==> src/hw/rtl/tsc_pkg.sv <==
`timescale 1ns / 1ps

package tsc_pkg;

  // Number of series terms after the first one
  localparam int TERMS = 10;

  // Fraction bits of the internal radian, square and term values
  localparam int FRAC = 28;

  localparam int ANG_W  = 17;
  localparam int AMAG_W = 16;
  localparam logic signed [ANG_W-1:0] ANGLE_MAX = 17'sd46080;
  localparam logic signed [ANG_W-1:0] ANGLE_MIN = -17'sd46080;

  // pi / 180 scaled by 2^40
  localparam int RAD_W = 35;
  localparam logic [RAD_W-1:0] RAD_PER_DEG = 35'd19190098069;
  localparam int RAD_SHIFT = 20;
  localparam int PROD_W = AMAG_W + RAD_W;

  localparam int X_W  = 30;
  localparam int SQ_W = 2 * X_W;
  localparam int X2_W = 32;
  localparam int TERM_W = 31;

  // Term product, its scaled-down numerator and the reciprocal split
  localparam int P_W  = TERM_W + X2_W;
  localparam int N_W  = P_W + 1 - FRAC;
  localparam int NL_W = N_W / 2;
  localparam int NH_W = N_W - NL_W;
  localparam int S_W  = 2 * N_W;

  localparam int DMAX  = 2 * TERMS * (2 * TERMS + 1);
  localparam int D_W   = $clog2(DMAX + 1);
  localparam int RES_W = D_W + 1;

  localparam int SUM_W = 34;
  localparam int VAL_W = 32;

  localparam logic [PROD_W:0] X_HALF =
      {{(PROD_W - RAD_SHIFT + 1){1'b0}}, 1'b1, {(RAD_SHIFT - 1){1'b0}}};
  localparam logic [SQ_W:0] SQ_HALF =
      {{(SQ_W - FRAC + 1){1'b0}}, 1'b1, {(FRAC - 1){1'b0}}};
  localparam logic [TERM_W-1:0] ONE_Q28 = 31'd268435456;
  localparam logic signed [SUM_W+1:0] ONE_Q30 = 36'sd1073741824;
  localparam logic signed [SUM_W+1:0] NEG_ONE_Q30 = -36'sd1073741824;

  localparam logic [1:0] SKID_DEPTH = 2'd2;

  // One item in flight between series stages: current term as sign and
  // magnitude, plus the sum of all earlier terms
  typedef struct packed {
    logic                    valid;
    logic                    cos;
    logic                    neg;
    logic [TERM_W-1:0]       mag;
    logic signed [SUM_W-1:0] sum;
    logic [X2_W-1:0]         x2;
  } term_t;

  // Divisor of term k: 2k(2k+1) for sine, 2k(2k-1) for cosine
  function automatic logic [D_W-1:0] pair_prod(input int k, input logic cos);
    int p;
    p = cos ? 2 * k * (2 * k - 1) : 2 * k * (2 * k + 1);
    return p[D_W-1:0];
  endfunction

endpackage

==> src/hw/rtl/tsc_out.sv <==
`timescale 1ns / 1ps

module tsc_out (
  input  logic                              clk,
  input  logic                              rst,
  input  tsc_pkg::term_t                    din,
  input  logic                              rsp_ready,
  output logic                              rsp_valid,
  output logic signed [tsc_pkg::VAL_W-1:0]  value,
  output logic                              en
);

  logic signed [tsc_pkg::SUM_W-1:0] tpos, tsv;
  logic signed [tsc_pkg::SUM_W+1:0] v4, sat;
  logic signed [tsc_pkg::VAL_W-1:0] res;
  logic                             push, pop;

  logic                             fv;
  logic signed [tsc_pkg::SUM_W-1:0] total;
  logic [1:0]                       count;
  logic signed [tsc_pkg::VAL_W-1:0] ent0, ent1;

  always_comb begin
    tpos = $signed({{(tsc_pkg::SUM_W-tsc_pkg::TERM_W){1'b0}}, din.mag});
    tsv  = din.neg ? -tpos : tpos;
    v4   = {total, 2'b00};
    if (v4 > tsc_pkg::ONE_Q30) begin
      sat = tsc_pkg::ONE_Q30;
    end else if (v4 < tsc_pkg::NEG_ONE_Q30) begin
      sat = tsc_pkg::NEG_ONE_Q30;
    end else begin
      sat = v4;
    end
    res  = sat[tsc_pkg::VAL_W-1:0];
    // Hold the whole pipeline only once both skid entries are taken
    en        = (count != tsc_pkg::SKID_DEPTH);
    rsp_valid = (count != 2'd0);
    value     = ent0;
    push      = en && fv;
    pop       = rsp_valid && rsp_ready;
  end

  always_ff @(posedge clk) begin
    if (rst) begin
      fv    <= 1'b0;
      count <= 2'd0;
    end else begin
      if (en) begin
        fv <= din.valid;
      end
      if (push && !pop) begin
        count <= count + 2'd1;
      end else if (pop && !push) begin
        count <= count - 2'd1;
      end
    end
  end

  always_ff @(posedge clk) begin
    if (en) begin
      total <= din.sum + tsv;
    end
    if (push && !pop) begin
      if (count == 2'd0) begin
        ent0 <= res;
      end else begin
        ent1 <= res;
      end
    end else if (pop && !push) begin
      ent0 <= ent1;
    end else if (pop && push) begin
      if (count == 2'd1) begin
        ent0 <= res;
      end else begin
        ent0 <= ent1;
        ent1 <= res;
      end
    end
  end

endmodule

==> config.mk <==
export PLATFORM = sky130hd
export DESIGN_NAME = tsc_out
export DESIGN_NICKNAME = d
export VERILOG_FILES = /design/src/hw/rtl/tsc_pkg.sv /design/src/hw/rtl/tsc_out.sv
export SDC_FILE = /design/constraint.sdc
export NUM_CORES = 1
export LEC_CHECK = 0
export ABC_AREA = 1
export BUFFER_PORTS_ARGS = -buffer_cell sky130_fd_sc_hd__buf_2
export CORE_MARGIN = 3
export CORE_UTILIZATION = 50
export CTS_CLUSTER_SIZE = 24
export DETAILED_ROUTE_END_ITERATION = 10
export PLACE_DENSITY_LB_ADDON = 0.15
export SYNTH_ARGS = -nofsm -noshare
export SYNTH_HDL_FRONTEND = slang
export SYNTH_SLANG_ARGS = --single-unit
==> constraint.sdc <==
create_clock -name clk -period 4.3 [get_ports clk]
set_clock_uncertainty 0.2 [all_clocks]
set_input_delay 0.43 -clock clk [delete_from_list [all_inputs] [get_ports clk]]
set_output_delay 0.43 -clock clk [all_outputs]
set_load 0.01 [all_outputs]
==> results.py <==
metrics = {
    "synthesis": {
        "seq_area_frac_synth_pct": 39.34,
        "ys.flop_type": "edfxtp_1",
        "syn_area_um2": 7328,
        "avgSynthCellArea_um2": 7.821,
        "synth_cells": 937,
        "yosysTopAreaCellShare_pct": 38.52,
        "synthArstFlopShare_pct": 0,
        "synth_seq_cells": 97,
        "synth-edff-count": 94,
        "synth.area.top_cells": "edfxtp_1, nand2_1, inv_1",
        "yosys.area.top_type": "edfxtp_1",
        "yosysUniqueCellTypes": 46,
        "yosysWarnings": 0,
    },
    "die": {
        "dieWidth_um": 127.1,
        "rows": 43,
        "io_pins": 137,
        "die_area_um2": 16150,
        "start_util_pct": 51.99,
        "die_h_um": 127.1,
        "core_area_um2": 14100,
    },
    "layout": {
        "syn2layout_area_growth_pct": 13.56,
        "antennaDiodeCount": 0,
        "layout_commonest_cell": "nand2_1",
        "drive_gt1_share_pct": 20.50,
        "fin_util_pct": 59.04,
        "final_cell_area_um2": 8322,
        "nNetsFinal": 1182,
        "final_cell_mix": "nand2_1, nor2_1, inv_1",
        "fillCellCount": 1333,
        "fin_cells": 1224,
    },
    "cts": {
        "cts_max_level": 3,
        "cts.repair.resized": 0,
        "clk_latency_ps": 330,
        "cts-root-buf": "clkbuf_16",
        "path_clk_slew_ps": 60,
        "cts_max_path_buffers": 2,
        "postCtsSetupBuffers": 0,
        "numCtsBuffers": 9,
        "ctsHoldBuffers": 0,
        "cts_tree": "yes",
        "clock-sinks": 97,
    },
    "sta": {
        "maxSlewHeadroom_pct": 54.97,
        "tightest_slew_ps": 675.4,
        "tns_ps": 0,
        "period_needed_ps": 3184,
        "fmax_ghz": 0.3141,
        "rsz0062_at_grt": "false",
        "timing.final.crit_share_pct": 74.05,
        "finalHoldViolCount": 0,
        "maxSlewViolCount": 0,
        "setup_violations": 0,
    },
    "global_routing": {
        "grt.total_usage_pct": 19.11,
        "first_global_vias": 5759,
        "grt_max_degree": 49,
        "grt_pass1_wl_um": 25300,
        "grt.overflow.total": 0,
        "antenna_found_initial": 0,
    },
    "routing": {
        "drt_iter0_drc": 369,
        "first_pass_iters": 5,
        "drt-vias-per-instance": 4.959,
        "vias": 6070,
        "wl_per_cell_um": 12.52,
        "wirelength_um": 15320,
        "drc": 0,
        "ant_nets": 0,
    },
    "worst_setup_path": {
        "crit_type": "in2reg",
        "cp-end-kind": "flop",
        "regToRegSetupSlack_ps": 1680,
        "critPathRequiredTime_ps": 4180,
        "path_max_fanout": 7,
        "arrival_ps": 3070,
        "worstSetupStartpointType": "input pin",
    },
    "pwr": {
        "worst_ir_drop_vdd_uv": 273.2,
        "powerDensity_nw_per_um2": 514.0,
        "leakage_nw": 3.990,
        "finalPower_mw": 4.277,
    },
    "hold_path": {
        "hold_path_class": "in2reg",
    },
    "placement": {
        "gp_congestion": 0.9227,
        "placed_area_um2": 8010,
        "place_inst": 1208,
        "io_buffer_count": 101,
        "dp_hpwl_um": 12740,
    },
    "run": {
        "cap_violations": 0,
    },
    "outcome": {
        "status": "complete, no violations",
    },
}
[per-stage QoR]
stage	setup slack, ps	hold WS [ps]
2_1_floorplan	228.1	230.3
3_3_place_gp	842.7	238.5
3_5_place_dp	782.5	251.8
4_1_cts	1133	74.44
5_1_grt	809.4	80.83
6_report	1116	84.03
[cell usage after synthesis (5+ instances only)]
| master | instances |
|---|---|
| nand2_2 | 35 |
| nand2_1 | 199 |
| a21oi_1 | 54 |
| nand3_2 | 5 |
| inv_1 | 142 |
| nor3_1 | 6 |
| nand3_1 | 44 |
| edfxtp_1 | 94 |
| nor2_1 | 142 |
| nand4_1 | 7 |
| o21ai_1 | 6 |
| xor2_1 | 37 |
| buf_2 | 7 |
| o21ai_0 | 24 |
| clkbuf_1 | 5 |
| o21bai_1 | 5 |
| a21oi_2 | 20 |
| nor2_2 | 7 |
| ha_1 | 39 |
| xnor2_1 | 10 |
[kinds of logic after synthesis]
family | after synthesis | share of synthesized area [%]
flops | 97 | 39.34
mux | 1 | 0.1537
other cells | 1 | 0.05117
fa+ha+maj | 40 | 6.932
buf+inv | 162 | 8.963
compound gates | 123 | 10.47
xor+xnor | 47 | 5.617
simple gates | 466 | 28.48
[layer usage]
metal	global-route usage (%)	vias to the layer above	part of all wire [%]
met5	0	-	0
met4	7.760	0	2.4
met3	1.672	24	4.9
met2	33.19	170	47
met1	24.67	2647	46
li1	-	3229	-
[layout make-up]
type	instances	area (µm²)	share of cell area [%]
repair buffers	106	543.0	6.525
inverters	146	548.0	6.585
clock inverters	6	82.58	0.9923
flip-flops and latches	97	2883	34.64
clock buffers	10	229.0	2.751
well taps	180	225.2	2.706
multi-input cells	679	3811	45.80
[state kept, by name, indices dropped and copies added, names as in the netlist]
| name | flops |
|---|---|
| fv | 1 |
| value | 30 |
| ent1 | 30 |
| total | 34 |
| count | 2 |
[power by group]
part	switching, mW	internal (mW)
clock	0.317	0.506
sequential	0.116	1.60
combinational	1.15	0.594
total	1.58	2.70
[worst paths after layout]
check / start / to / cells after the start
min reg2reg: fv / fv / 2
max: din[67] / total[28] / 20
min: rst / fv / 2
max reg2reg: count[0] / value[5] / 8
[critical path: stages]
cell and delay (ps):
buf_2 120, inv_1 80, ha_1 190, nand3_2 140, nor2_4 170, nand2_2 110, nor2_2 110, nand2_2 70
nand2_4 120, nand3_1 80, nand2_1 70, nand2_1 60, ha_1 390, nand2_1 120, nor2_1 210, nand2_1 120
nor4_1 200, nand2_1 110, nand3_1 90, nand2_1 60
(Power assumes the default switching activity.)
