[config.mk]
export PLATFORM = sky130hd
export DESIGN_NAME = tsc_angle
export DESIGN_NICKNAME = d
export VERILOG_FILES = /design/src/hw/rtl/tsc_pkg.sv /design/src/hw/rtl/tsc_angle.sv
export SDC_FILE = /design/constraint.sdc
export NUM_CORES = 2
export LEC_CHECK = 0
export BUFFER_PORTS_ARGS = -buffer_cell sky130_fd_sc_hd__clkbuf_2
export CAP_MARGIN = 20
export CELL_PAD_IN_SITES_DETAIL_PLACEMENT = 2
export CELL_PAD_IN_SITES_GLOBAL_PLACEMENT = 2
export CORE_MARGIN = 1.5
export CORE_UTILIZATION = 44
export CTS_CLUSTER_SIZE = 24
export DETAILED_ROUTE_END_ITERATION = 8
export GPL_TIMING_DRIVEN = 0
export PLACE_DENSITY_LB_ADDON = 0.1
export SLEW_MARGIN = 20
export SYNTH_ARGS = -nofsm -noshare
export SYNTH_HDL_FRONTEND = slang
export SYNTH_SLANG_ARGS = --single-unit
[constraint.sdc]
create_clock -name clk -period 10.2 [get_ports clk]
set_input_delay 2.55 -clock clk [delete_from_list [all_inputs] [get_ports clk]]
set_output_delay 2.55 -clock clk [all_outputs]
set_load 0.01 [all_outputs]
[src/hw/rtl/tsc_pkg.sv]
`timescale 1ns / 1ps

package tsc_pkg;

  // Number of series terms after the first one
  localparam int TERMS = 10;

  // Fraction bits of the internal radian, square and term values
  localparam int FRAC = 28;

  localparam int ANG_W  = 17;
  localparam int AMAG_W = 16;
  localparam logic signed [ANG_W-1:0] ANGLE_MAX = 17'sd46080;
  localparam logic signed [ANG_W-1:0] ANGLE_MIN = -17'sd46080;

  // pi / 180 scaled by 2^40
  localparam int RAD_W = 35;
  localparam logic [RAD_W-1:0] RAD_PER_DEG = 35'd19190098069;
  localparam int RAD_SHIFT = 20;
  localparam int PROD_W = AMAG_W + RAD_W;

  localparam int X_W  = 30;
  localparam int SQ_W = 2 * X_W;
  localparam int X2_W = 32;
  localparam int TERM_W = 31;

  // Term product, its scaled-down numerator and the reciprocal split
  localparam int P_W  = TERM_W + X2_W;
  localparam int N_W  = P_W + 1 - FRAC;
  localparam int NL_W = N_W / 2;
  localparam int NH_W = N_W - NL_W;
  localparam int S_W  = 2 * N_W;

  localparam int DMAX  = 2 * TERMS * (2 * TERMS + 1);
  localparam int D_W   = $clog2(DMAX + 1);
  localparam int RES_W = D_W + 1;

  localparam int SUM_W = 34;
  localparam int VAL_W = 32;

  localparam logic [PROD_W:0] X_HALF =
      {{(PROD_W - RAD_SHIFT + 1){1'b0}}, 1'b1, {(RAD_SHIFT - 1){1'b0}}};
  localparam logic [SQ_W:0] SQ_HALF =
      {{(SQ_W - FRAC + 1){1'b0}}, 1'b1, {(FRAC - 1){1'b0}}};
  localparam logic [TERM_W-1:0] ONE_Q28 = 31'd268435456;
  localparam logic signed [SUM_W+1:0] ONE_Q30 = 36'sd1073741824;
  localparam logic signed [SUM_W+1:0] NEG_ONE_Q30 = -36'sd1073741824;

  localparam logic [1:0] SKID_DEPTH = 2'd2;

  // One item in flight between series stages: current term as sign and
  // magnitude, plus the sum of all earlier terms
  typedef struct packed {
    logic                    valid;
    logic                    cos;
    logic                    neg;
    logic [TERM_W-1:0]       mag;
    logic signed [SUM_W-1:0] sum;
    logic [X2_W-1:0]         x2;
  } term_t;

  // Divisor of term k: 2k(2k+1) for sine, 2k(2k-1) for cosine
  function automatic logic [D_W-1:0] pair_prod(input int k, input logic cos);
    int p;
    p = cos ? 2 * k * (2 * k - 1) : 2 * k * (2 * k + 1);
    return p[D_W-1:0];
  endfunction

endpackage

[src/hw/rtl/tsc_angle.sv]
`timescale 1ns / 1ps

module tsc_angle (
  input  logic                              clk,
  input  logic                              rst,
  input  logic                              en,
  input  logic                              req_valid,
  input  logic                              req_type,
  input  logic signed [tsc_pkg::ANG_W-1:0]  angle_deg,
  output tsc_pkg::term_t                    dout
);

  logic signed [tsc_pkg::ANG_W-1:0] a_c;
  logic [tsc_pkg::ANG_W-1:0]        a_abs;
  logic [tsc_pkg::PROD_W:0]         xr;
  logic [tsc_pkg::SQ_W:0]           x2r;

  logic v1, v2, v3, v4;
  logic cos1, cos2, cos3, cos4;
  logic neg1, neg2, neg3, neg4;
  logic [tsc_pkg::AMAG_W-1:0] mag1;
  logic [tsc_pkg::PROD_W-1:0] prod2;
  logic [tsc_pkg::X_W-1:0]    xm3, xm4;
  logic [tsc_pkg::SQ_W-1:0]   sq4;

  always_comb begin
    if (angle_deg > tsc_pkg::ANGLE_MAX) begin
      a_c = tsc_pkg::ANGLE_MAX;
    end else if (angle_deg < tsc_pkg::ANGLE_MIN) begin
      a_c = tsc_pkg::ANGLE_MIN;
    end else begin
      a_c = angle_deg;
    end
    a_abs = a_c[tsc_pkg::ANG_W-1] ? -a_c : a_c;
    xr    = {1'b0, prod2} + tsc_pkg::X_HALF;
    x2r   = {1'b0, sq4} + tsc_pkg::SQ_HALF;
  end

  always_ff @(posedge clk) begin
    if (rst) begin
      v1 <= 1'b0;
      v2 <= 1'b0;
      v3 <= 1'b0;
      v4 <= 1'b0;
      dout.valid <= 1'b0;
    end else if (en) begin
      v1 <= req_valid;
      v2 <= v1;
      v3 <= v2;
      v4 <= v3;
      dout.valid <= v4;
    end
  end

  always_ff @(posedge clk) begin
    if (en) begin
      cos1  <= req_type;
      neg1  <= angle_deg[tsc_pkg::ANG_W-1];
      mag1  <= a_abs[tsc_pkg::AMAG_W-1:0];
      cos2  <= cos1;
      neg2  <= neg1;
      prod2 <= mag1 * tsc_pkg::RAD_PER_DEG;
      cos3  <= cos2;
      neg3  <= neg2;
      xm3   <= xr[tsc_pkg::RAD_SHIFT+tsc_pkg::X_W-1:tsc_pkg::RAD_SHIFT];
      cos4  <= cos3;
      neg4  <= neg3;
      xm4   <= xm3;
      sq4   <= xm3 * xm3;
      // First term: one for cosine, x for sine
      dout.cos <= cos4;
      dout.neg <= cos4 ? 1'b0 : neg4;
      dout.mag <= cos4 ? tsc_pkg::ONE_Q28 : {1'b0, xm4};
      dout.sum <= '0;
      dout.x2  <= x2r[tsc_pkg::FRAC+tsc_pkg::X2_W-1:tsc_pkg::FRAC];
    end
  end

endmodule

==> flow_summary.toml <==
[run_status]
status = "finished, final reports clean"

[global_route]
grt_antenna_before_repair = 11
grt_usage = 0.2922
grt_max_degree = 89
grt_pass1_wl_um = 204900
overflow = 0
grt_pass1_vias = 34040

[die]
core_um2 = 92080
ioPinCount = 122
die_h_um = 308.5
die_area_um2 = 95140
die_w_um = 308.5
std_cell_rows = 111
start_util = 0.4458

[setup_path]
r2r_cells = 25
worstSetupStartpointType = "register"
crit_fanout = 10
rr_startpoint = "xm3[13]"
crit_end = "sq4[44]"
setup.worst_path.class = "register to register"
rrSetupSlack_ns = 0.35
critPathCaptureType = "register"
crit_arrival_ns = 10.19
crit_path_start = "xm3[13]"
r2r-end = "sq4[44]"
required_ns = 10.54

[clock_network]
cts_htree_levels = 1
cts_tree = "yes"
root_buffer = "clkbuf_16"
clock_latency_ns = 0.61
cts_buffers = 28
cts.sinks = 217
cts_buffer_depth = 3
clk_pin_slew_ns = 0.06
post_cts_buffers = 0
hold_buffers = 0

[detailed_routing]
routed_via_density = 5.231
wl_per_cell_um = 24.81
drc = 0
ant_nets = 0
dr_total_vias = 28110
drtIter0Drc = 1442
wirelength_um = 133300
drtPass1Iterations = 7

[sta]
fin_crit_ns = 9.852
finalSetupViolCount = 0
fin_crit_sh = 0.9658
rsz0062_at_grt = "no"
relSlewSlack = 0.2173
hold_slack_ns = 0.4204
finalHoldViolations = 0
slew_viol_final = 0
max_freq_mhz = 101.5
worstMarginPinSlew_ns = 1.174
skew_ns = 0.02585

[placement]
gp_congestion = 0.8994
place_hpwl_um = 112600
portBuffers = 86

[synthesis]
syn-cell-area_um2 = 41050
synth.largest_area_cell = "fa_1"
synth_edf_count = 212
synth_ff_type = "edfxtp_1"
ys_top_cells_by_area = "fa_1 (42%), edfxtp_1 (16%), ha_1 (14%)"
synth.distinct_cells = 63
syn_area_per_cell_um2 = 10.37
yosys_warnings = 0
ys_ff_latch = 217
synth_cells = 3959
async_flop_share = 0
synth_seq_area_share = 0.1575
synth_top_area_share = 0.4247

[job]
drv_cap = 0

[final_layout]
final_common_cell = "inv_1"
layout-drive-gt1-share = 0.05108
num-fill-cells = 9688
layout_common_cells = "inv_1 (1163), fa_1 (871), ha_1 (450), nand2_1 (275), edfxtp_1 (212)"
fin_nets = 5454
antennaDiodeCount = 0
syn2layout_area_growth_pct = 7.778

[hold_path]
worstHoldPathType = "register to register"
## metal layers
metal | share of wire | vias up | wire length, µm | global-route usage
met4 | 0.044 | 0 | 5860 | 0.1094
li1 | - | 12060 | - | -
met1 | 0.40 | 15120 | 52820 | 0.3587
met2 | 0.51 | 685 | 68630 | 0.5274
met3 | 0.045 | 255 | 5993 | 0.03147
met5 | 0 | - | 0 | 0
## area by class of cell
| class | instances | area (µm²) | area share |
|---|---|---|---|
| multi-input combinational | 2486 | 29740 | 0.6722 |
| clock buffer | 39 | 783.3 | 0.01770 |
| timing repair buffer | 89 | 505.5 | 0.01142 |
| clock inverter | 11 | 188.9 | 0.004270 |
| inverter | 1164 | 4369 | 0.09875 |
| sequential | 217 | 6466 | 0.1461 |
| tap | 1243 | 1555 | 0.03515 |
| buffer | 125 | 635.6 | 0.01437 |
## sequential cells by signal, summed over array words and instances, names as in the netlist
register and cells:
cos3 1, cos1 1, mag1 16, neg2 1, v4 1, cos4 1, v1 1, v3 1
prod2 31, neg4 1, sq4 33, xm3 30, v2 1, dout 65, xm4 30, cos2 1
neg1 1, neg3 1
## through the flow
step / instance area, µm² / cells / setup slack, ns / TNS, ns / utilization
after floorplan: 41180 / 3993 / 2.508 / 0 / -
after global placement: 43170 / 5322 / -0.4620 / -4.144 / 0.4688
after detailed placement: 43240 / 5325 / -0.6293 / -7.188 / 0.4696
after CTS: 44230 / 5375 / 0.05744 / 0 / 0.4803
after global routing: 44250 / 5374 / 0.1179 / 0 / 0.4805
final: 44250 / 5374 / 0.3484 / 0 / 0.4805
## kinds of logic (layout without fill, tap and decap cells)
group,count (synthesis),count (layout),share of synthesized area
adder cells (fa/ha/maj),1321,1321,0.5619
AO/OA/AOI/OAI,218,218,0.03499
AND/OR/NAND/NOR,760,760,0.09143
flip-flops,217,217,0.1575
other,1,35,0.00009135
buffers and inverters,1290,1428,0.1214
XOR/XNOR,143,143,0.03051
multiplexers,9,9,0.002225
## synthesized netlist by cell type, types with 6 or more instances
library cell / n
inv_1: 1163
fa_1: 871
ha_1: 450
nand2_1: 275
edfxtp_1: 212
and2_1: 183
nor2_1: 112
xnor2_1: 96
clkbuf_1: 86
a21oi_1: 65
xor2_1: 47
nor2b_1: 44
a21o_1: 37
o21ai_0: 37
buf_4: 35
nand3_1: 33
nor3_1: 29
nand4_1: 26
and3_1: 18
o21a_1: 15
a31oi_1: 14
or2_2: 13
o21bai_1: 9
a211oi_1: 8
and4_1: 8
mux2i_1: 8
nand2b_1: 6
## repair_timing
| item | 4_1_cts | 5_1_grt |
|---|---|---|
| gates cloned | 0 | 0 |
| hold endpoints to repair | 0 | 0 |
| endpoints found under the setup margin | 20 | 14 |
| gates resized for setup | 7 | 27 |
## how the worst min path moves through the flow
stage	startpoint	endpoint	slack, ns	cells past startpoint
2_1_floorplan	cos1	cos2	0.40	0
3_3_place_gp	cos1	cos2	0.40	0
3_5_place_dp	neg3	neg4	0.41	0
4_1_cts	neg3	neg4	0.42	0
5_1_grt	neg2	neg3	0.44	0
6_report	neg3	neg4	0.42	0
## worst max-delay path, stage by stage (launching register included)
cell and delay [ns]:
edfxtp_1 0.84, clkbuf_1 0.90, and2_1 0.32, fa_1 0.48
fa_1 0.52, inv_1 0.05, fa_1 0.49, fa_1 0.53
inv_1 0.06, fa_1 0.59, fa_1 0.46, fa_1 0.50
inv_1 0.05, fa_1 0.47, inv_1 0.05, ha_1 0.29
a21oi_1 0.15, o21ai_1 0.13, a2111oi_2 0.58, nor3_2 0.23
o21ai_1 0.62, nor2b_1 0.44, a31oi_1 0.25, o21a_1 0.25
o21ai_0 0.19, a211oi_1 0.10
Power is not shown: default switching activity piles up to over one toggle a cycle in this logic, so the estimate is an artifact.
